<file path="config.mk">
export PLATFORM = sky130hd
export DESIGN_NAME = multichannel_pwm_with_breathing_led
export DESIGN_NICKNAME = d
export VERILOG_FILES = /design/src/design/mpwm_pkg.sv /design/src/design/mpwm_breath.sv /design/src/design/mpwm_cmp.sv /design/src/design/multichannel_pwm_with_breathing_led.sv
export SDC_FILE = /design/constraint.sdc
export NUM_CORES = 1
export LEC_CHECK = 0
export ABC_AREA = 1
export BUFFER_PORTS_ARGS = -buffer_cell sky130_fd_sc_hd__buf_2
export CORE_MARGIN = 3
export CORE_UTILIZATION = 60
export CTS_BUF_LIST = sky130_fd_sc_hd__clkbuf_16
export DETAILED_ROUTE_END_ITERATION = 10
export PLACE_DENSITY_LB_ADDON = 0.08
export SLEW_MARGIN = 20
export SYNTH_ARGS = -nofsm -noshare
export SYNTH_HDL_FRONTEND = slang
export SYNTH_SLANG_ARGS = --single-unit
</file>
<file path="constraint.sdc">
create_clock -name clk -period 3.6 [get_ports clk]
set_input_delay 0.72 -clock clk [delete_from_list [all_inputs] [get_ports clk]]
set_output_delay 0.72 -clock clk [all_outputs]
set_load 0.005 [all_outputs]
</file>
<file path="src/design/mpwm_pkg.sv">
// Shared types and constants for the multichannel PWM LED driver.
// No dependencies; imported by every module of the block.
package mpwm_pkg;

  localparam int NUM_CH        = 11;
  localparam int ACT_CH        = 10;
  localparam int LVL_W         = 8;
  localparam int BREATH_STEP_DEF = 5;

  localparam logic [LVL_W-1:0] BREATH_MIN_LVL = 8'd20;
  localparam logic [LVL_W-1:0] BREATH_TOP     = 8'd254;
  localparam logic [LVL_W-1:0] BREATH_BOTTOM  = 8'd2;
  localparam logic [LVL_W-1:0] LVL_FULL       = 8'd255;

  localparam int CFG_AW = 4;

  typedef enum logic [1:0] {
    REG_ORB0  = 2'd0,
    REG_ORB1  = 2'd1,
    REG_USER  = 2'd2,
    REG_MODE  = 2'd3
  } reg_idx_t;

  typedef enum logic [1:0] {
    ACT_BREATH = 2'd0,
    ACT_ON     = 2'd1,
    ACT_HOLD   = 2'd2
  } act_mode_t;

  typedef logic [LVL_W-1:0] lvl_t;

  // Breathing / activity state as it leaves the update logic
  typedef struct packed {
    lvl_t breath;
    logic falling;
    lvl_t level;
  } act_upd_t;

endpackage

</file>
<file path="src/design/mpwm_breath.sv">
// Activity level and breathing triangle update taken at a period start.
// Depends on mpwm_pkg.
module mpwm_breath import mpwm_pkg::*; #(
  parameter int BREATH_STEP = BREATH_STEP_DEF
) (
  input  lvl_t        breath,
  input  logic        falling,
  input  lvl_t        level,
  input  logic [1:0]  mode,
  output act_upd_t    upd
);

  localparam lvl_t STEP = lvl_t'(BREATH_STEP);

  lvl_t stepped;

  always_comb begin
    stepped = falling ? (breath - STEP) : (breath + STEP);
    upd.breath  = breath;
    upd.falling = falling;
    upd.level   = level;
    case (mode)
      ACT_BREATH: begin
        upd.level  = (breath > BREATH_MIN_LVL) ? breath : '0;
        upd.breath = stepped;
        if (stepped >= BREATH_TOP) begin
          upd.falling = 1'b1;
        end else if (stepped <= BREATH_BOTTOM) begin
          upd.falling = 1'b0;
        end
      end
      ACT_ON: begin
        upd.level = LVL_FULL;
      end
      default: begin
        // hold, unused code too
        upd.level = level;
      end
    endcase
  end

endmodule

</file>
<file path="src/design/mpwm_cmp.sv">
// Eleven parallel level-against-position compares giving the pin states.
// Depends on mpwm_pkg.
module mpwm_cmp import mpwm_pkg::*; (
  input  lvl_t              pos,
  input  lvl_t [NUM_CH-1:0] lvl,
  output logic [NUM_CH-1:0] pins
);

  always_comb begin
    for (int n = 0; n < NUM_CH; n++) begin
      pins[n] = (lvl[n] != '0) && ((lvl[n] == LVL_FULL) || (pos < lvl[n]));
    end
  end

endmodule

</file>
<file path="src/design/multichannel_pwm_with_breathing_led.sv">
// Top level of the eleven-channel 8-bit PWM LED driver with breathing activity LED.
// Depends on mpwm_pkg, mpwm_breath and mpwm_cmp.
//
// Usage:
//   in_*   : one word per timer tick, in_tdata[0] = tick. A tick of 1 advances the
//            8-bit period counter; a tick of 0 leaves all state alone and repeats
//            the pins of the last handled position.
//   out_*  : one word per input word. tdata holds the pin states and the latched
//            activity level, tuser flags a word taken at counter position zero.
//   cfg_*  : APB register port. Levels written take effect at the next period start.
// out_tvalid rises in the cycle after input acceptance; one word is taken every
// cycle while in_tready is high. The output register decouples the two sides:
// in_tready drops only while a result waits and out_tready is low, so a stalled
// receiver holds the word and back-pressures the input one word deep.
// Reset (synchronous, rst_n low) clears registers, counter, latched levels and
// breath state, so all pins are off until levels are written and a period begins.
module multichannel_pwm_with_breathing_led import mpwm_pkg::*; #(
  parameter int BREATH_STEP = BREATH_STEP_DEF
) (
  input  logic              clk,
  input  logic              rst_n,

  input  logic              in_tvalid,
  output logic              in_tready,
  input  logic [7:0]        in_tdata,    // [0] tick, [7:1] zero

  output logic              out_tvalid,
  input  logic              out_tready,
  output logic [23:0]       out_tdata,   // [10:0] led_pins, [18:11] activity_level, [23:19] zero
  output logic              out_tuser,   // [0] period_start

  input  logic              cfg_psel,
  input  logic              cfg_penable,
  input  logic              cfg_pwrite,
  input  logic [CFG_AW-1:0] cfg_paddr,
  input  logic [31:0]       cfg_pwdata,
  output logic [31:0]       cfg_prdata,
  output logic              cfg_pready
);

  logic [23:0] orb0_r, orb1_r;
  logic [31:0] user_r;
  logic [1:0]  mode_r;

  lvl_t              cnt_r, cnt_nxt;
  lvl_t [NUM_CH-1:0] lvl_r, lvl_nxt;
  lvl_t              breath_r;
  logic              falling_r;

  logic        out_valid_r;
  logic [23:0] out_data_r, out_data_nxt;
  logic        out_start_r;

  logic        cfg_wr;
  reg_idx_t    cfg_idx;
  logic        in_acc;
  logic        tick;
  logic        start;
  lvl_t        pos;
  act_upd_t    upd;
  logic [NUM_CH-1:0] pins;

  // configuration
  assign cfg_pready = 1'b1;
  assign cfg_wr     = cfg_psel && cfg_penable && cfg_pwrite && cfg_pready;
  assign cfg_idx    = reg_idx_t'(cfg_paddr[3:2]);

  always_ff @(posedge clk) begin
    if (!rst_n) begin
      orb0_r <= '0;
      orb1_r <= '0;
      user_r <= '0;
      mode_r <= '0;
    end else if (cfg_wr) begin
      unique case (cfg_idx)
        REG_ORB0: orb0_r <= cfg_pwdata[23:0];
        REG_ORB1: orb1_r <= cfg_pwdata[23:0];
        REG_USER: user_r <= cfg_pwdata;
        REG_MODE: mode_r <= cfg_pwdata[1:0];
      endcase
    end
  end

  always_comb begin
    unique case (cfg_idx)
      REG_ORB0: cfg_prdata = {8'd0, orb0_r};
      REG_ORB1: cfg_prdata = {8'd0, orb1_r};
      REG_USER: cfg_prdata = user_r;
      REG_MODE: cfg_prdata = {30'd0, mode_r};
    endcase
  end

  // tick handling
  assign in_tready = !out_valid_r || out_tready;
  assign in_acc    = in_tvalid && in_tready;
  assign tick      = in_tdata[0];
  assign start     = tick && (cnt_r == '0);
  assign pos       = tick ? cnt_r : (cnt_r - 8'd1);

  mpwm_breath #(.BREATH_STEP(BREATH_STEP)) u_breath (
    .breath  (breath_r),
    .falling (falling_r),
    .level   (lvl_r[ACT_CH]),
    .mode    (mode_r),
    .upd     (upd)
  );

  always_comb begin
    lvl_nxt = lvl_r;
    if (start) begin
      for (int n = 0; n < 3; n++) begin
        lvl_nxt[n]     = orb0_r[8*n +: 8];
        lvl_nxt[3 + n] = orb1_r[8*n +: 8];
      end
      for (int n = 0; n < 4; n++) begin
        lvl_nxt[6 + n] = user_r[8*n +: 8];
      end
      lvl_nxt[ACT_CH] = upd.level;
    end
    cnt_nxt = tick ? (cnt_r + 8'd1) : cnt_r;
  end

  mpwm_cmp u_cmp (
    .pos  (pos),
    .lvl  (lvl_nxt),
    .pins (pins)
  );

  assign out_data_nxt = {5'd0, lvl_nxt[ACT_CH], pins};

  always_ff @(posedge clk) begin
    if (!rst_n) begin
      cnt_r     <= '0;
      lvl_r     <= '0;
      breath_r  <= '0;
      falling_r <= 1'b0;
    end else if (in_acc) begin
      cnt_r <= cnt_nxt;
      lvl_r <= lvl_nxt;
      if (start) begin
        breath_r  <= upd.breath;
        falling_r <= upd.falling;
      end
    end
  end

  // result register
  always_ff @(posedge clk) begin
    if (!rst_n) begin
      out_valid_r <= 1'b0;
    end else if (in_acc) begin
      out_valid_r <= 1'b1;
    end else if (out_tready) begin
      out_valid_r <= 1'b0;
    end
  end

  always_ff @(posedge clk) begin
    if (in_acc) begin
      out_data_r  <= out_data_nxt;
      out_start_r <= start;
    end
  end

  assign out_tvalid = out_valid_r;
  assign out_tdata  = out_data_r;
  assign out_tuser  = out_start_r;

  a_cnt_step: assert property (@(posedge clk) disable iff (!rst_n)
    rst_n && in_acc && tick |=> cnt_r == $past(cnt_r) + 8'd1)
    else $error("period counter did not advance on a tick");

  a_cnt_hold: assert property (@(posedge clk) disable iff (!rst_n)
    rst_n && in_acc && !tick |=> $stable(cnt_r) && $stable(lvl_r))
    else $error("state moved on an idle tick");

  a_lvl_latch: assert property (@(posedge clk) disable iff (!rst_n)
    rst_n && !(in_acc && start) |=> $stable(lvl_r))
    else $error("levels changed outside a period start");

  a_start_flag: assert property (@(posedge clk) disable iff (!rst_n)
    rst_n && in_acc && start |=> out_tvalid && out_tuser)
    else $error("period start not flagged on the result");

  a_act_on: assert property (@(posedge clk) disable iff (!rst_n)
    rst_n && in_acc && start && mode_r == ACT_ON |=> lvl_r[ACT_CH] == LVL_FULL)
    else $error("activity level not full in fully-on mode");

endmodule
</file>
-- Word-level counts from Yosys, hierarchy flattened
Index checks and enable logic that the tools add are counted.
- register bits: 208
- input port bits: 51
- output and inout port bits: 60
- logic and storage cells: 115
- add/subtract/negate cells: 4
- order comparisons: 14
- equality and inequality tests: 15
- mux-type cells: 10
- reduce and logical (&&, ||, !) cells: 51
- operators with widths (operator ; number):
    $pmux W32 S4 ; 1
    $eq A8 B8 Y1 const B ; 11
    $lt A8 B8 Y1 ; 11
    $mux W88 ; 1
    $reduce_bool A8 Y1 ; 11
    $mux W8 ; 3
    $pmux W8 S2 ; 1
    $logic_and A1 B1 Y1 ; 15
    $logic_or A1 B1 Y1 ; 12
    $reduce_and A2 Y1 ; 5
    $add A8 B1 Y8 const B ; 1
    $add A8 B3 Y8 const B ; 1
    $ge A8 B8 Y1 const B ; 1
    $gt A8 B5 Y1 const B ; 1
    $le A8 B2 Y1 const B ; 1
    $logic_not A8 Y1 ; 1
    $sub A8 B1 Y8 const B ; 1
    $sub A8 B3 Y8 const B ; 1
    $eq A2 B1 Y1 const B ; 2
    $eq A2 B2 Y1 const B ; 2
    $logic_not A2 Y1 ; 2
    $mux W1 ; 4
    $reduce_and A4 Y1 ; 1
    $reduce_bool A2 Y1 ; 2
    other kinds (2) ; 2

-- Longest topological paths before layout
- word-level depth: 7
- mapped depth: 20
- depth with buffers taken out: 18

-- Modules after synthesis
Synthesis repeated with hierarchy kept, for this count alone.
- cell total of the unflattened synthesis: 1998
- area total of the unflattened synthesis: 13060.0 µm²
- by module, submodules not included (module ; times used ; cells each ; area an instance (µm²) ; seq. area each (µm²)):
    multichannel_pwm_with_breathing_led ; 1 ; 1407 ; 9690.5 ; 4364.2
    mpwm_cmp ; 1 ; 452 ; 2667.6 ; 0.0
    mpwm_breath ; 1 ; 139 ; 701.9 ; 0.0

-- Worst setup path before layout
Ideal clock, no wire load.
- path kind: input to register
- start point: input port in_tdata[0]
- end point: register out_data_r[5] (netlist: out_tdata[5]), data pin
- library setup time: 0.146 ns
- data arrival time: 2.647 ns
- required time: 3.454 ns
- slack: 0.807 ns
- cell stages on the path: 11
- buffers on the path: 0
- cells stage by stage: inv_1 > nand2_1 > or3_1 > nor2_1 > xor2_1 > ha_1 > nand2_1 > nor2_1 > a211oi_1 > nand2_1 > a21oi_1
- word-level cells in the longest chain between the ends: 5
- elaborated cells between the ends (all ways): 8
- classes of those cells: 1 x order compare; 1 x eq/ne; 2 x mux; 4 x reduce/logical
- RTL lines (element ; RTL line ; RTL):
    from (decl) ; multichannel_pwm_with_breathing_led.sv:25 ; input logic [7:0] in_tdata,
    $logic_and A1 B1 Y1 ; multichannel_pwm_with_breathing_led.sv:97 ; assign start = tick && (cnt_r == '0);
    $mux W88 ; multichannel_pwm_with_breathing_led.sv:110 ; if (start) begin
    $lt A8 B8 Y1 / $eq A8 B8 Y1 (equally long branches) ; mpwm_cmp.sv:11 ; pins[n] = (lvl[n] != '0) && ((lvl[n] == LVL_FULL) || (pos < lvl[n]));
    $logic_or A1 B1 Y1 ; mpwm_cmp.sv:11 ;
    $logic_and A1 B1 Y1 * ; mpwm_cmp.sv:11 ;
    named net pins[5] ; multichannel_pwm_with_breathing_led.sv:61 ; logic [NUM_CH-1:0] pins;
    to (signal assigned) ; multichannel_pwm_with_breathing_led.sv:160 ; out_data_r <= out_data_nxt;
    to (decl) ; multichannel_pwm_with_breathing_led.sv:51 ; logic [23:0] out_data_r, out_data_nxt;
The timed path passes the listed nets; every way through them passes the cells marked *.
A chain may end at the register's enable or synchronous reset.

-- Worst setup path after layout
- start point: register cnt_r[0]
- end point: register out_data_r[5] (netlist: out_tdata[5]), data pin
- word-level cells in the longest chain between the ends: 6
- elaborated cells between the ends (all ways): 10
- classes of those cells: 1 x add/sub; 1 x order compare; 1 x eq/ne; 2 x mux; 5 x reduce/logical
- RTL lines (element ; RTL line ; RTL):
    from (decl) ; multichannel_pwm_with_breathing_led.sv:45 ; lvl_t cnt_r, cnt_nxt;
    from (signal assigned) ; multichannel_pwm_with_breathing_led.sv:138 ; cnt_r <= cnt_nxt;
    branches (longest 5 deep; another with $sub A8 B1 Y8) ; -- ;
    $logic_and A1 B1 Y1 * ; mpwm_cmp.sv:11 ;
    named net pins[5] ; multichannel_pwm_with_breathing_led.sv:61 ;
Mark *: on every way through the listed nets, which the timed path passes.

==> metrics <==
width of the die=146 um; sequential area share after synthesis=0.372; flop-to-flop setup slack=0.74 ns; Mapped Cells=1578; Rows=50; antenna cells=0; Die Y=146 um; Crit path required time=3.96 ns; Max Fclk=0.350 GHz; CTS tree=yes; IO Pins=111; placed cell count=1877; worst slack, placed=0.590 ns; Via Count=10.6k; top-count cell post-synth=nand2_1; Final setup viols=0; net switching power=1.90 mW; top cells by area, synth=dfxtp_1 32%, ha_1 9.2%, nand2_1 9.1%; largest net degree at the start of global routing=165; Pleak=6.23 nW; DRT antenna net count=0; Area Growth Syn to Fin=10.9%; leading area contributor after synthesis=dfxtp_1; number of standard cells in the layout, taps in and fillers out=1918; Hold Crit Depth=3; post_cts resized=0; R2R cell count=15; port bufs=95; WHS Endpoint=orb1_r[8]; Final Cycle Share=0.795; Fin Clk Skew=0.0233 ns; Starting Density=0.619; initial antenna violation count=0; crit end category=flop; Post-CTS Hold Buffers=0; Max VDD drop=389 uV; Worst-Margin Slew=1.14 ns; Final Hold Fails=0; Crit Path Max Fanout=47; CTS buffer count=23; TNS Setup=0 ns; CP max-delay cell=dfxtp_1; Worst EP arrival=3.22 ns; Slowest Stage Delay on Critical Path=0.35 ns; Hold Crit Class=input pin to flop; CTS Root Cell=clkbuf_16; Max transition margin=0.241; Total Routing Usage GR=0.283; buffers inserted by post-CTS timing repair=0; DRT Pass-1 Iters=7; #FFs+latches synth=208; Core Region=0.0190 mm^2; status=completed; RR Endpoint=out_tdata[5]; share of cells above drive strength 1=0.122; final core occ=0.687; Via density=5.54; detailed placement HPWL=20100 um; top_reg_cell synth=dfxtp_1; Sw Share=0.310; clock share of power=0.354; PwrDens=472 mW/mm^2; GR Overflow Total=0; unrepaired setup endpoints after global routing=no; Pint=4.25 mW; CP Launch Point=cnt_r[0]; # nets final=1780; asr flop ratio synth=0; critical path class=flop to flop; startpoint of the worst hold path=cfg_pwdata[8]; Cell variety after synth=48; die area=0.0213 mm^2; Post-synth EDFFs=20; Startpoint Class=flop; Seq pwr share=0.420; Synth Cell Area=0.0117 mm^2; Logic pwr share=0.227; final total power=6.15 mW; detailed-route DRC error count=0; RR Startpoint=cnt_r[0]; htree depth=1; gpl congestion=0.851; routed length per instance=16.0 um; vias in the first global route=9638; Final min period=2.86 ns; clk sinks=208; synth warn=0; Post-Route WL=30700 um; CP most frequent cell=nand2_1; Clock Tree Buf Depth=3; crit path cell chain=inv_1 -> ha_1 -> nand3_1 -> nor2_2 -> nand2_4 -> inv_4 -> buf_12 -> nand2_1 -> o21ai_1 -> ha_1 -> nand2_1 -> nor2_1 -> a211oi_1 -> nand2_1 -> a21oi_1; filler cell count=1621; PnR worst setup slack=0.740 ns; Syn Area/Cell=7.44 um^2; Iter 0 DRT Violations=719; clock transition at the registers of the reported paths=0.06 ns; worst-skew pair later-pin latency=0.52 ns; first-pass GRT wire length=50000 um; max cap viols=0; Post-synth top cells=286 x nand2_1, 221 x inv_1, 188 x dfxtp_1; Synth top area share=0.321; fin. max-slew vios=0
==> routing by layer <==
metal | global-route usage | wire length, um | vias up
met1 | 0.410 | 14100 | 4808
li1 | - | - | 5416
met4 | 0.0741 | 787 | 0
met2 | 0.439 | 13300 | 351
met5 | 0 | 0 | -
met3 | 0.0480 | 2460 | 52
==> worst max-delay path by stage <==
stage,endpoint,slack [ns],depth (start not counted)
after global routing,out_tdata[5],0.45,15
final,out_tdata[5],0.74,15
after global placement,out_tdata[5],0.58,14
after CTS,out_tdata[4],0.79,15
after detailed placement,out_tdata[1],0.59,16
after floorplan,out_tdata[5],0.81,11
==> cells by family after synthesis <==
group	after synthesis	synth area share
other cells	2	0.000640
buf+inv	316	0.115
simple gates	513	0.184
flops	208	0.372
xor+xnor	12	0.00896
fa+ha+maj	87	0.0934
mux	11	0.00938
compound gates	429	0.217
==> state kept, by name (all words and copies together), names as in the netlist, 2 cells and up <==
register	count
orb1_r	24
lvl_r	88
out_tdata	19
breath_r	8
mode_r	2
orb0_r	24
cnt_r	8
user_r	32
==> per-stage QoR <==
step / hold WS [ns] / cell area (um^2)
after global routing: 0.461 / 13000
final: 0.444 / 13000
after CTS: 0.443 / 13000
after global placement: 0.458 / 12300
after detailed placement: 0.465 / 12300
after floorplan: 0.444 / 11800
==> placed cells by master (no fill, tap or decap), drive strengths merged <==
| master | instances |
|---|---|
| or3 | 1 |
| nand4 | 25 |
| fa | 1 |
| o21a | 9 |
| nor2 | 134 |
| mux2i | 11 |
| a31oi | 1 |
| clkinv | 13 |
| xnor2 | 4 |
| o211ai | 77 |
| buf | 118 |
| o31ai | 2 |
| clkbuf | 23 |
| a211oi | 13 |
| dfxtp | 188 |
| xor2 | 8 |
| nor3 | 9 |
| o21ai | 188 |
| and3 | 1 |
| edfxtp | 20 |
| o22ai | 3 |
| a21oi | 116 |
| o2111ai | 2 |
| nand2 | 293 |
| conb | 6 |
| inv | 237 |
| o221ai | 17 |
| nor3b | 2 |
| nand3 | 20 |
| bufinv | 1 |
| nor4 | 16 |
| a22oi | 1 |
| or2 | 12 |
| ha | 86 |
==> power by group through the flow <==
stage               sequential, mW  clock (mW)  combinational [mW]
global route                  2.59        2.31                1.60
CTS                           2.58        2.20                1.38
finish                        2.58        2.17                1.39
global placement              2.62           0                1.33
detailed placement            2.63           0                1.37
floorplan                     2.61           0                1.03
==> critical path, delay by kind of cell (launching register included) <==
| family | cells | cell delay [ns] |
|---|---|---|
| simple gates | 7 | 0.65 |
| fa+ha+maj | 2 | 0.51 |
| flops | 1 | 0.35 |
| buf+inv | 3 | 0.62 |
| compound gates | 3 | 0.59 |
==> cell type report <==
| class | instances | area, um^2 | share of cell area |
|---|---|---|---|
| repair buffers | 118 | 726 | 0.0557 |
| flip-flops and latches | 208 | 4360 | 0.335 |
| well taps | 260 | 325 | 0.0250 |
| multi-input cells | 1058 | 6040 | 0.464 |
| clock inverters | 18 | 111 | 0.00855 |
| inverters | 233 | 880 | 0.0676 |
| clock buffers | 23 | 576 | 0.0442 |
Note: power is estimated with default switching activity, not from simulation.
